`config.mk`:
```
export PLATFORM = sky130hd
export DESIGN_NAME = bank_switch_mapper_with_scanline_irq
export DESIGN_NICKNAME = d
export VERILOG_FILES = /design/src/hdl/bsm_pkg.sv /design/src/hdl/bank_switch_mapper_with_scanline_irq.sv /design/src/hdl/bsm_core.sv /design/src/hdl/bsm_resolve.sv
export SDC_FILE = /design/constraint.sdc
export NUM_CORES = 1
export LEC_CHECK = 0
export BUFFER_PORTS_ARGS = -buffer_cell sky130_fd_sc_hd__buf_2
export CORE_ASPECT_RATIO = 1.4
export CORE_UTILIZATION = 38
export CTS_BUF_LIST = sky130_fd_sc_hd__clkbuf_8
export CTS_CLUSTER_SIZE = 30
export DETAILED_ROUTE_END_ITERATION = 16
export PLACE_DENSITY = 0.64
export SETUP_SLACK_MARGIN = 0.05
export SLEW_MARGIN = 5
export SYNTH_ARGS = -nofsm -noshare
export SYNTH_HDL_FRONTEND = slang
export SYNTH_SLANG_ARGS = --single-unit
```
`constraint.sdc`:
```
create_clock -name clock -period 3.1 [get_ports clock]
set_input_delay 0.465 -clock clock [delete_from_list [all_inputs] [get_ports clock]]
set_output_delay 0.465 -clock clock [all_outputs]
set_load 0.01 [all_outputs]
```
`src/hdl/bsm_pkg.sv`:
```
`default_nettype none
package bsm_pkg;

   localparam int NUM_BANK_REGS = 8;
   localparam int BANK_IDX_W = $clog2(NUM_BANK_REGS);

   localparam int PRG_COUNT_W = 7;
   localparam int CHR_COUNT_W = 9;
   localparam int CSR_DATA_W = CHR_COUNT_W;
   localparam int CSR_INDEX_W = 1;

   localparam int ADDR_W = 16;
   localparam int VALUE_W = 8;
   localparam int PRG_BANK_W = 6;
   localparam int CHR_BANK_W = 8;

   localparam int REQ_TDATA_W = 24;
   localparam int RSP_TDATA_W = 40;

   localparam logic [PRG_COUNT_W-1:0] PRG_COUNT_RESET = 7'd32;
   localparam logic [CHR_COUNT_W-1:0] CHR_COUNT_RESET = 9'd128;

   localparam logic [CSR_INDEX_W-1:0] CSR_PRG_COUNT = 1'b0;
   localparam logic [CSR_INDEX_W-1:0] CSR_CHR_COUNT = 1'b1;

   localparam logic MODE_CPU = 1'b0;
   localparam logic MODE_PPU = 1'b1;

   // cpu write window selected by addr[14:13] when addr[15] is set
   localparam logic [1:0] REGION_BANK = 2'b00;
   localparam logic [1:0] REGION_MIRROR = 2'b01;
   localparam logic [1:0] REGION_IRQ_LATCH = 2'b10;
   localparam logic [1:0] REGION_IRQ_ENABLE = 2'b11;

   localparam logic [7:0] BANK_SECOND_LAST = 8'hFE;
   localparam logic [7:0] BANK_LAST = 8'hFF;

   localparam int PRG_SWAP_BIT = 6;
   localparam int CHR_SWAP_BIT = 7;
   localparam int A12_BIT = 12;

   typedef struct packed {
      logic irq_line;
      logic mirror;
      logic [7:0] bank_select;
      logic [NUM_BANK_REGS-1:0][7:0] bank_regs;
   } view_type;

endpackage
`default_nettype wire

```
`src/hdl/bank_switch_mapper_with_scanline_irq.sv`:
```
`default_nettype none
// Bank-switching mapper with scanline interrupt counter.
// req channel: one beat per cpu register write (req_tuser 0) or ppu
// pattern fetch (req_tuser 1). req_tdata carries the address in [15:0]
// and the write byte in [23:16]; the byte is ignored on fetches.
// rsp channel: exactly one beat per req beat, in order, carrying the irq
// line, mirroring, the four 8 KB program banks and, for a fetch, the 1 KB
// pattern bank of the fetched slot (zero for a cpu write).
// csr port: csr_index 0 sets the program bank count, 1 the pattern bank
// count (0 selects pattern RAM); the user writes it only while the block
// is idle, the block does not enforce this. Throughput: one beat per
// cycle unless rsp stalls; the mapper state update and the bank resolve
// sit between the input register and the result register. When rsp is
// stalled, one further beat is held in the input register and req_tready
// drops after that. Synchronous reset clears all mapper state, empties
// both registers and restores bank counts 32 and 128.
module bank_switch_mapper_with_scanline_irq (
   input wire logic clock,
   input wire logic reset,
   input wire logic req_tvalid,
   output logic req_tready,
   // [15:0] addr, [23:16] value
   input wire logic [bsm_pkg::REQ_TDATA_W-1:0] req_tdata,
   // [0] mode
   input wire logic req_tuser,
   output logic rsp_tvalid,
   input wire logic rsp_tready,
   // [0] irq, [1] mirror_horizontal, [7:2] prg_bank_0, [13:8] prg_bank_1,
   // [19:14] prg_bank_2, [25:20] prg_bank_3, [33:26] chr_bank, [39:34] zero
   output logic [bsm_pkg::RSP_TDATA_W-1:0] rsp_tdata,
   input wire logic csr_we,
   input wire logic [bsm_pkg::CSR_INDEX_W-1:0] csr_index,
   input wire logic [bsm_pkg::CSR_DATA_W-1:0] csr_wdata
);

   logic in_valid_ff, in_valid_in;
   logic in_mode_ff;
   logic [bsm_pkg::ADDR_W-1:0] in_addr_ff;
   logic [bsm_pkg::VALUE_W-1:0] in_value_ff;
   logic rsp_valid_ff, rsp_valid_in;
   logic [bsm_pkg::RSP_TDATA_W-1:0] rsp_data_ff, rsp_data_in;
   logic [bsm_pkg::PRG_COUNT_W-1:0] prg_count_ff;
   logic [bsm_pkg::CHR_COUNT_W-1:0] chr_count_ff;

   logic advance;
   logic req_take;
   bsm_pkg::view_type view;
   logic [bsm_pkg::PRG_BANK_W-1:0] prg_bank_0, prg_bank_1, prg_bank_2, prg_bank_3;
   logic [bsm_pkg::CHR_BANK_W-1:0] chr_bank;

   assign advance = in_valid_ff && (!rsp_valid_ff || rsp_tready);
   assign req_tready = !in_valid_ff || advance;
   assign req_take = req_tvalid && req_tready;

   always_comb begin
      in_valid_in = req_take || (in_valid_ff && !advance);
      rsp_valid_in = advance || (rsp_valid_ff && !rsp_tready);
      rsp_data_in = {6'd0, chr_bank, prg_bank_3, prg_bank_2, prg_bank_1, prg_bank_0,
                     view.mirror, view.irq_line};
   end

   always_ff @(posedge clock) begin
      if (reset) begin
         in_valid_ff <= 1'b0;
         rsp_valid_ff <= 1'b0;
         prg_count_ff <= bsm_pkg::PRG_COUNT_RESET;
         chr_count_ff <= bsm_pkg::CHR_COUNT_RESET;
      end else begin
         in_valid_ff <= in_valid_in;
         rsp_valid_ff <= rsp_valid_in;
         if (csr_we) begin
            case (csr_index)
               bsm_pkg::CSR_PRG_COUNT: prg_count_ff <= csr_wdata[bsm_pkg::PRG_COUNT_W-1:0];
               bsm_pkg::CSR_CHR_COUNT: chr_count_ff <= csr_wdata;
               default: chr_count_ff <= chr_count_ff;
            endcase
         end
      end
   end

   always_ff @(posedge clock) begin
      if (req_take) begin
         in_mode_ff <= req_tuser;
         in_addr_ff <= req_tdata[bsm_pkg::ADDR_W-1:0];
         in_value_ff <= req_tdata[bsm_pkg::ADDR_W +: bsm_pkg::VALUE_W];
      end
      if (advance) begin
         rsp_data_ff <= rsp_data_in;
      end
   end

   bsm_core u_core (
      .clock (clock),
      .reset (reset),
      .step  (advance),
      .mode  (in_mode_ff),
      .addr  (in_addr_ff),
      .value (in_value_ff),
      .view  (view)
   );

   bsm_resolve u_resolve (
      .view       (view),
      .prg_count  (prg_count_ff),
      .chr_count  (chr_count_ff),
      .mode       (in_mode_ff),
      .addr       (in_addr_ff),
      .prg_bank_0 (prg_bank_0),
      .prg_bank_1 (prg_bank_1),
      .prg_bank_2 (prg_bank_2),
      .prg_bank_3 (prg_bank_3),
      .chr_bank   (chr_bank)
   );

   assign rsp_tvalid = rsp_valid_ff;
   assign rsp_tdata = rsp_data_ff;

`ifndef SYNTHESIS
   a_held_beat_stays: assert property (@(posedge clock) disable iff (reset)
      in_valid_ff && !advance |=> in_valid_ff)
      else $error("held input beat lost");

   a_advance_gives_rsp: assert property (@(posedge clock) disable iff (reset)
      advance |=> rsp_valid_ff)
      else $error("advanced beat gave no response");

   a_full_blocks_req: assert property (@(posedge clock) disable iff (reset)
      in_valid_ff && rsp_valid_ff && !rsp_tready |-> !req_tready)
      else $error("request taken while both registers full");

   a_cpu_chr_zero: assert property (@(posedge clock) disable iff (reset)
      advance && in_mode_ff == bsm_pkg::MODE_CPU |=> rsp_data_ff[33:26] == '0)
      else $error("cpu write beat with nonzero pattern bank");
`endif

endmodule
`default_nettype wire

```
`src/hdl/bsm_core.sv`:
```
`default_nettype none
module bsm_core (
   input wire logic clock,
   input wire logic reset,
   input wire logic step,
   input wire logic mode,
   input wire logic [bsm_pkg::ADDR_W-1:0] addr,
   input wire logic [bsm_pkg::VALUE_W-1:0] value,
   output bsm_pkg::view_type view
);

   logic [7:0] bank_select_ff, bank_select_in;
   logic [bsm_pkg::NUM_BANK_REGS-1:0][7:0] bank_regs_ff, bank_regs_in;
   logic [7:0] reload_ff, reload_in;
   logic [7:0] count_ff, count_in;
   logic enable_ff, enable_in;
   logic line_ff, line_in;
   logic prev_a12_ff, prev_a12_in;
   logic mirror_ff, mirror_in;

   logic odd;
   logic a12;

   always_comb begin
      bank_select_in = bank_select_ff;
      bank_regs_in = bank_regs_ff;
      reload_in = reload_ff;
      count_in = count_ff;
      enable_in = enable_ff;
      line_in = line_ff;
      prev_a12_in = prev_a12_ff;
      mirror_in = mirror_ff;
      odd = addr[0];
      a12 = addr[bsm_pkg::A12_BIT];
      if (mode == bsm_pkg::MODE_CPU) begin
         if (addr[bsm_pkg::ADDR_W-1]) begin
            case (addr[14:13])
               bsm_pkg::REGION_BANK: begin
                  if (!odd) begin
                     bank_select_in = value;
                  end else begin
                     bank_regs_in[bank_select_ff[bsm_pkg::BANK_IDX_W-1:0]] = value;
                  end
               end
               bsm_pkg::REGION_MIRROR: begin
                  if (!odd) begin
                     mirror_in = value[0];
                  end
               end
               bsm_pkg::REGION_IRQ_LATCH: begin
                  if (!odd) begin
                     reload_in = value;
                  end else begin
                     count_in = 8'd0;
                  end
               end
               bsm_pkg::REGION_IRQ_ENABLE: begin
                  if (!odd) begin
                     enable_in = 1'b0;
                     line_in = 1'b0;
                  end else begin
                     enable_in = 1'b1;
                  end
               end
               default: begin
                  bank_select_in = bank_select_ff;
               end
            endcase
         end
      end else begin
         if (!prev_a12_ff && a12) begin
            if (count_ff == 8'd0) begin
               count_in = reload_ff;
            end else begin
               count_in = count_ff - 8'd1;
            end
            if (count_in == 8'd0 && enable_ff) begin
               line_in = 1'b1;
            end
         end
         prev_a12_in = a12;
      end
   end

   always_ff @(posedge clock) begin
      if (reset) begin
         bank_select_ff <= '0;
         bank_regs_ff <= '0;
         reload_ff <= '0;
         count_ff <= '0;
         enable_ff <= 1'b0;
         line_ff <= 1'b0;
         prev_a12_ff <= 1'b0;
         mirror_ff <= 1'b0;
      end else if (step) begin
         bank_select_ff <= bank_select_in;
         bank_regs_ff <= bank_regs_in;
         reload_ff <= reload_in;
         count_ff <= count_in;
         enable_ff <= enable_in;
         line_ff <= line_in;
         prev_a12_ff <= prev_a12_in;
         mirror_ff <= mirror_in;
      end
   end

   // post-update view of the item now at the input register
   assign view.irq_line = line_in;
   assign view.mirror = mirror_in;
   assign view.bank_select = bank_select_in;
   assign view.bank_regs = bank_regs_in;

endmodule
`default_nettype wire

```
`src/hdl/bsm_resolve.sv`:
```
`default_nettype none
module bsm_resolve (
   input wire bsm_pkg::view_type view,
   input wire logic [bsm_pkg::PRG_COUNT_W-1:0] prg_count,
   input wire logic [bsm_pkg::CHR_COUNT_W-1:0] chr_count,
   input wire logic mode,
   input wire logic [bsm_pkg::ADDR_W-1:0] addr,
   output logic [bsm_pkg::PRG_BANK_W-1:0] prg_bank_0,
   output logic [bsm_pkg::PRG_BANK_W-1:0] prg_bank_1,
   output logic [bsm_pkg::PRG_BANK_W-1:0] prg_bank_2,
   output logic [bsm_pkg::PRG_BANK_W-1:0] prg_bank_3,
   output logic [bsm_pkg::CHR_BANK_W-1:0] chr_bank
);

   logic [bsm_pkg::PRG_COUNT_W-1:0] prg_mask;
   logic [bsm_pkg::CHR_COUNT_W-1:0] chr_mask;
   logic swap_prg;
   logic [7:0] raw_0;
   logic [7:0] raw_2;
   logic [2:0] slot;
   logic [bsm_pkg::BANK_IDX_W-1:0] chr_idx;
   logic [7:0] chr_reg;
   logic [7:0] chr_raw;

   always_comb begin
      prg_mask = prg_count - 7'd1;
      chr_mask = chr_count - 9'd1;
      swap_prg = view.bank_select[bsm_pkg::PRG_SWAP_BIT];
      raw_0 = swap_prg ? bsm_pkg::BANK_SECOND_LAST : view.bank_regs[6];
      raw_2 = swap_prg ? view.bank_regs[6] : bsm_pkg::BANK_SECOND_LAST;
      prg_bank_0 = raw_0[5:0] & prg_mask[5:0];
      prg_bank_1 = view.bank_regs[7][5:0] & prg_mask[5:0];
      prg_bank_2 = raw_2[5:0] & prg_mask[5:0];
      prg_bank_3 = bsm_pkg::BANK_LAST[5:0] & prg_mask[5:0];

      // 2 KB slots pair one register, the 1 KB slots use R2..R5
      slot = addr[12:10] ^ {view.bank_select[bsm_pkg::CHR_SWAP_BIT], 2'b00};
      if (slot[2]) begin
         chr_idx = slot - 3'd2;
      end else begin
         chr_idx = {2'b00, slot[1]};
      end
      chr_reg = view.bank_regs[chr_idx];
      if (slot[2]) begin
         chr_raw = chr_reg;
      end else if (slot[0]) begin
         chr_raw = chr_reg | 8'h01;
      end else begin
         chr_raw = chr_reg & 8'hFE;
      end

      if (mode == bsm_pkg::MODE_CPU) begin
         chr_bank = '0;
      end else if (chr_count == '0) begin
         chr_bank = {5'd0, chr_raw[2:0]};
      end else begin
         chr_bank = chr_raw & chr_mask[7:0];
      end
   end

endmodule
`default_nettype wire
```
==> metrics.cfg <==
[outcome]
status = completed

[logic_synthesis]
ys_seq_area_frac = 0.4663
synth_cell_types = 79
synth_commonest_cells = nand2_1, dfxtp_1, nor2_1, a21oi_1, mux2i_1
synth_top_area_cell = dfxtp_1
syn_area_per_cell_um2 = 8.934
syn_area_um2 = 7513
synth_top_area_frac = 0.2664
ys.warnings.count = 0
yosys-top-cells-area = dfxtp_1, edfxtp_1, mux2i_1
ys_seq_elements = 150
synthFlopType = dfxtp_1
synth_cells = 841
post-synth-top-count-cell = nand2_1
synth-async-reset-ratio = 0
synth_edf_count = 50

[placed_design]
port_buffers = 66
gp_congestion = 0.8984
dp_hpwl_mm = 13.38

[clock_tree]
cts_resized = 0
clock-root-buffer = clkbuf_8
htree_levels = 4
cts_hold_buf = 0
clock_sinks = 150
cts_buffers = 17
insertion_delay_ns = 0.47
clockBufferDepth = 2
clk_pin_slew_worst_paths_ns = 0.08
cts_tree = yes
postCtsSetupBuffers = 0

[routing]
postRouteAntennaNets = 0
wl_mm = 19.29
vias_per_cell = 5.419
met3WireLength_um = 960
first_iter_violations = 381
drc = 0
drt_pass1_iterations = 4
num_vias = 6188
route.met2.wl_mm = 9.554
top_layer_used = met4
post_drt_wl_per_cell_um = 16.89
wl_met1_mm = 8.011

[power]
p_per_area_nw_per_um2 = 481.6
p_leak_uw = 0.003299
p_total_uw = 4032
max-vdd-ir-drop_mv = 0.2407

[worst_setup_path]
cp-end-kind = flop
crit_chain = nor2_2 -> a21bo_2 -> a21oi_1 -> or2_1 -> o2111ai_1 -> o211a_1
cp_max_fo = 10
slowest_delay_ns = 0.68
cp.arrival_ns = 2.79
crit_required_ns = 3.30
start_kind = flop
crit_family = compound AO/OA/AOI/OAI gates
path_class = flop to flop
path_buf_inv = 0
critical-path-slowest-cell = edfxtp_1

[floorplanning]
rows = 60
core_area_um2 = 19290
num_io_pins = 82
die_w_um = 120.8
dieArea_um2 = 20350
start_util = 0.3894
die_h_um = 168.4

[finish]
drive_gt1_frac = 0.1644
area_growth_pct = 11.44
num_antenna_cells = 0
final_nets = 925

[global_routing]
grt_usage = 0.1980
antenna_found_initial = 0
gr-total-overflow = 0
grt_pass1_vias = 5990
grt_start_max_net_pins = 101
grt_pass1_wl_mm = 31.02

[hold_path]
hold_class = primary input to flop

[timing]
timing_hold_violations_final = 0
tns_ns = 0
grt_setup_unrepaired = false
finalCriticalPeriod_ns = 2.599
drv_slew = 0
relSlewSlack = 0.2828
clock_skew_ns = 0.01414
fin_crit_sh = 0.8385
tightest_slew_ns = 1.076
setup_viol = 0
max_freq_mhz = 384.7

[run]
cap_violations = 0

## per-stage QoR
step	area, um2	hold slack, ns	setup WS, ns	cells	utilization
after global placement	7969	0.4389	0.5697	1110	0.4130
after global routing	8373	0.1440	0.2756	1142	0.4340
final	8373	0.1745	0.5005	1142	0.4340
after detailed placement	7969	0.4454	0.5405	1110	0.4130
after floorplan	7532	0.4311	0.4672	846	-
after CTS	8373	0.1406	0.5073	1142	0.4340
## cell usage in the layout, fill, tap and decap left out, drive strengths merged, types with 3 or more instances in the layout
master / n
a211o: 3
a211oi: 8
a21oi: 85
a221oi: 3
a22oi: 6
a31oi: 4
a41oi: 3
and2: 5
and3: 7
buf: 84
clkbuf: 17
clkinv: 5
conb: 6
dfxtp: 100
edfxtp: 50
ha: 4
inv: 25
mux2: 4
mux2i: 55
nand2: 129
nand2b: 4
nand3: 38
nand3b: 10
nand4: 3
nor2: 100
nor2b: 5
nor3: 15
nor3b: 3
nor4: 8
nor4b: 3
o211ai: 6
o21ai: 29
o22ai: 3
o31ai: 5
or2: 7
or3: 6
xnor2: 6
xor2: 6
## cells by family after synthesis
logic type / count (synthesis) / synth area share
other cells: 1 / 0.0004991
buf+inv: 86 / 0.05445
simple gates: 350 / 0.2256
compound gates: 179 / 0.1532
xor+xnor: 12 / 0.01399
fa+ha+maj: 4 / 0.006661
flops: 150 / 0.4663
mux: 59 / 0.07927
## power by group
| part | switching (uW) | internal, uW |
|---|---|---|
| clock | 812 | 738 |
| sequential | 57.8 | 2080 |
| combinational | 220 | 121 |
| total | 1090 | 2940 |
## final cells by class
cell class	count	area [um2]
Timing Repair Buffer	84	467.9
Multi-Input combinational cell	610	3620
Inverter	18	67.56
Tap cell	248	310.3
Clock buffer	17	234.0
Sequential cell	150	3503
Clock inverter	15	170.2
Fill cell	1914	10920
## final timing paths
path | start | slack [ns] | endpoint | cells past startpoint
worst min-delay path | req_tdata[23] | 0.17 | in_value_ff[7]$_DFFE_PP_ | 1
worst max-delay path | in_addr_ff[14]$_DFFE_PP_ | 0.50 | rsp_tdata[32]$_SDFFCE_PP0P_ | 6
worst max register to register | in_addr_ff[14]$_DFFE_PP_ | 0.50 | rsp_tdata[32]$_SDFFCE_PP0P_ | 6
worst min register to register | u_core.bank_regs_ff[45]$_SDFFE_PP0P_ | 0.46 | u_core.bank_regs_ff[45]$_SDFFE_PP0P_ | 2
## per-layer routing
metal | up-vias | global-route usage
met4 | 0 | 0.1192
met2 | 172 | 0.3280
met5 | - | 0
met3 | 48 | 0.04031
li1 | 3047 | -
met1 | 2921 | 0.2339
## sequential cells by signal, indices dropped and copies added (netlist names), 5 cells and up
name	flops
rsp_tdata	34
u_core.reload_ff	8
u_core.bank_regs_ff	58
u_core.bank_select_ff	5
in_addr_ff	7
in_value_ff	8
u_core.count_ff	8
chr_count_ff	9
prg_count_ff	6
(Power assumes the default switching activity.)
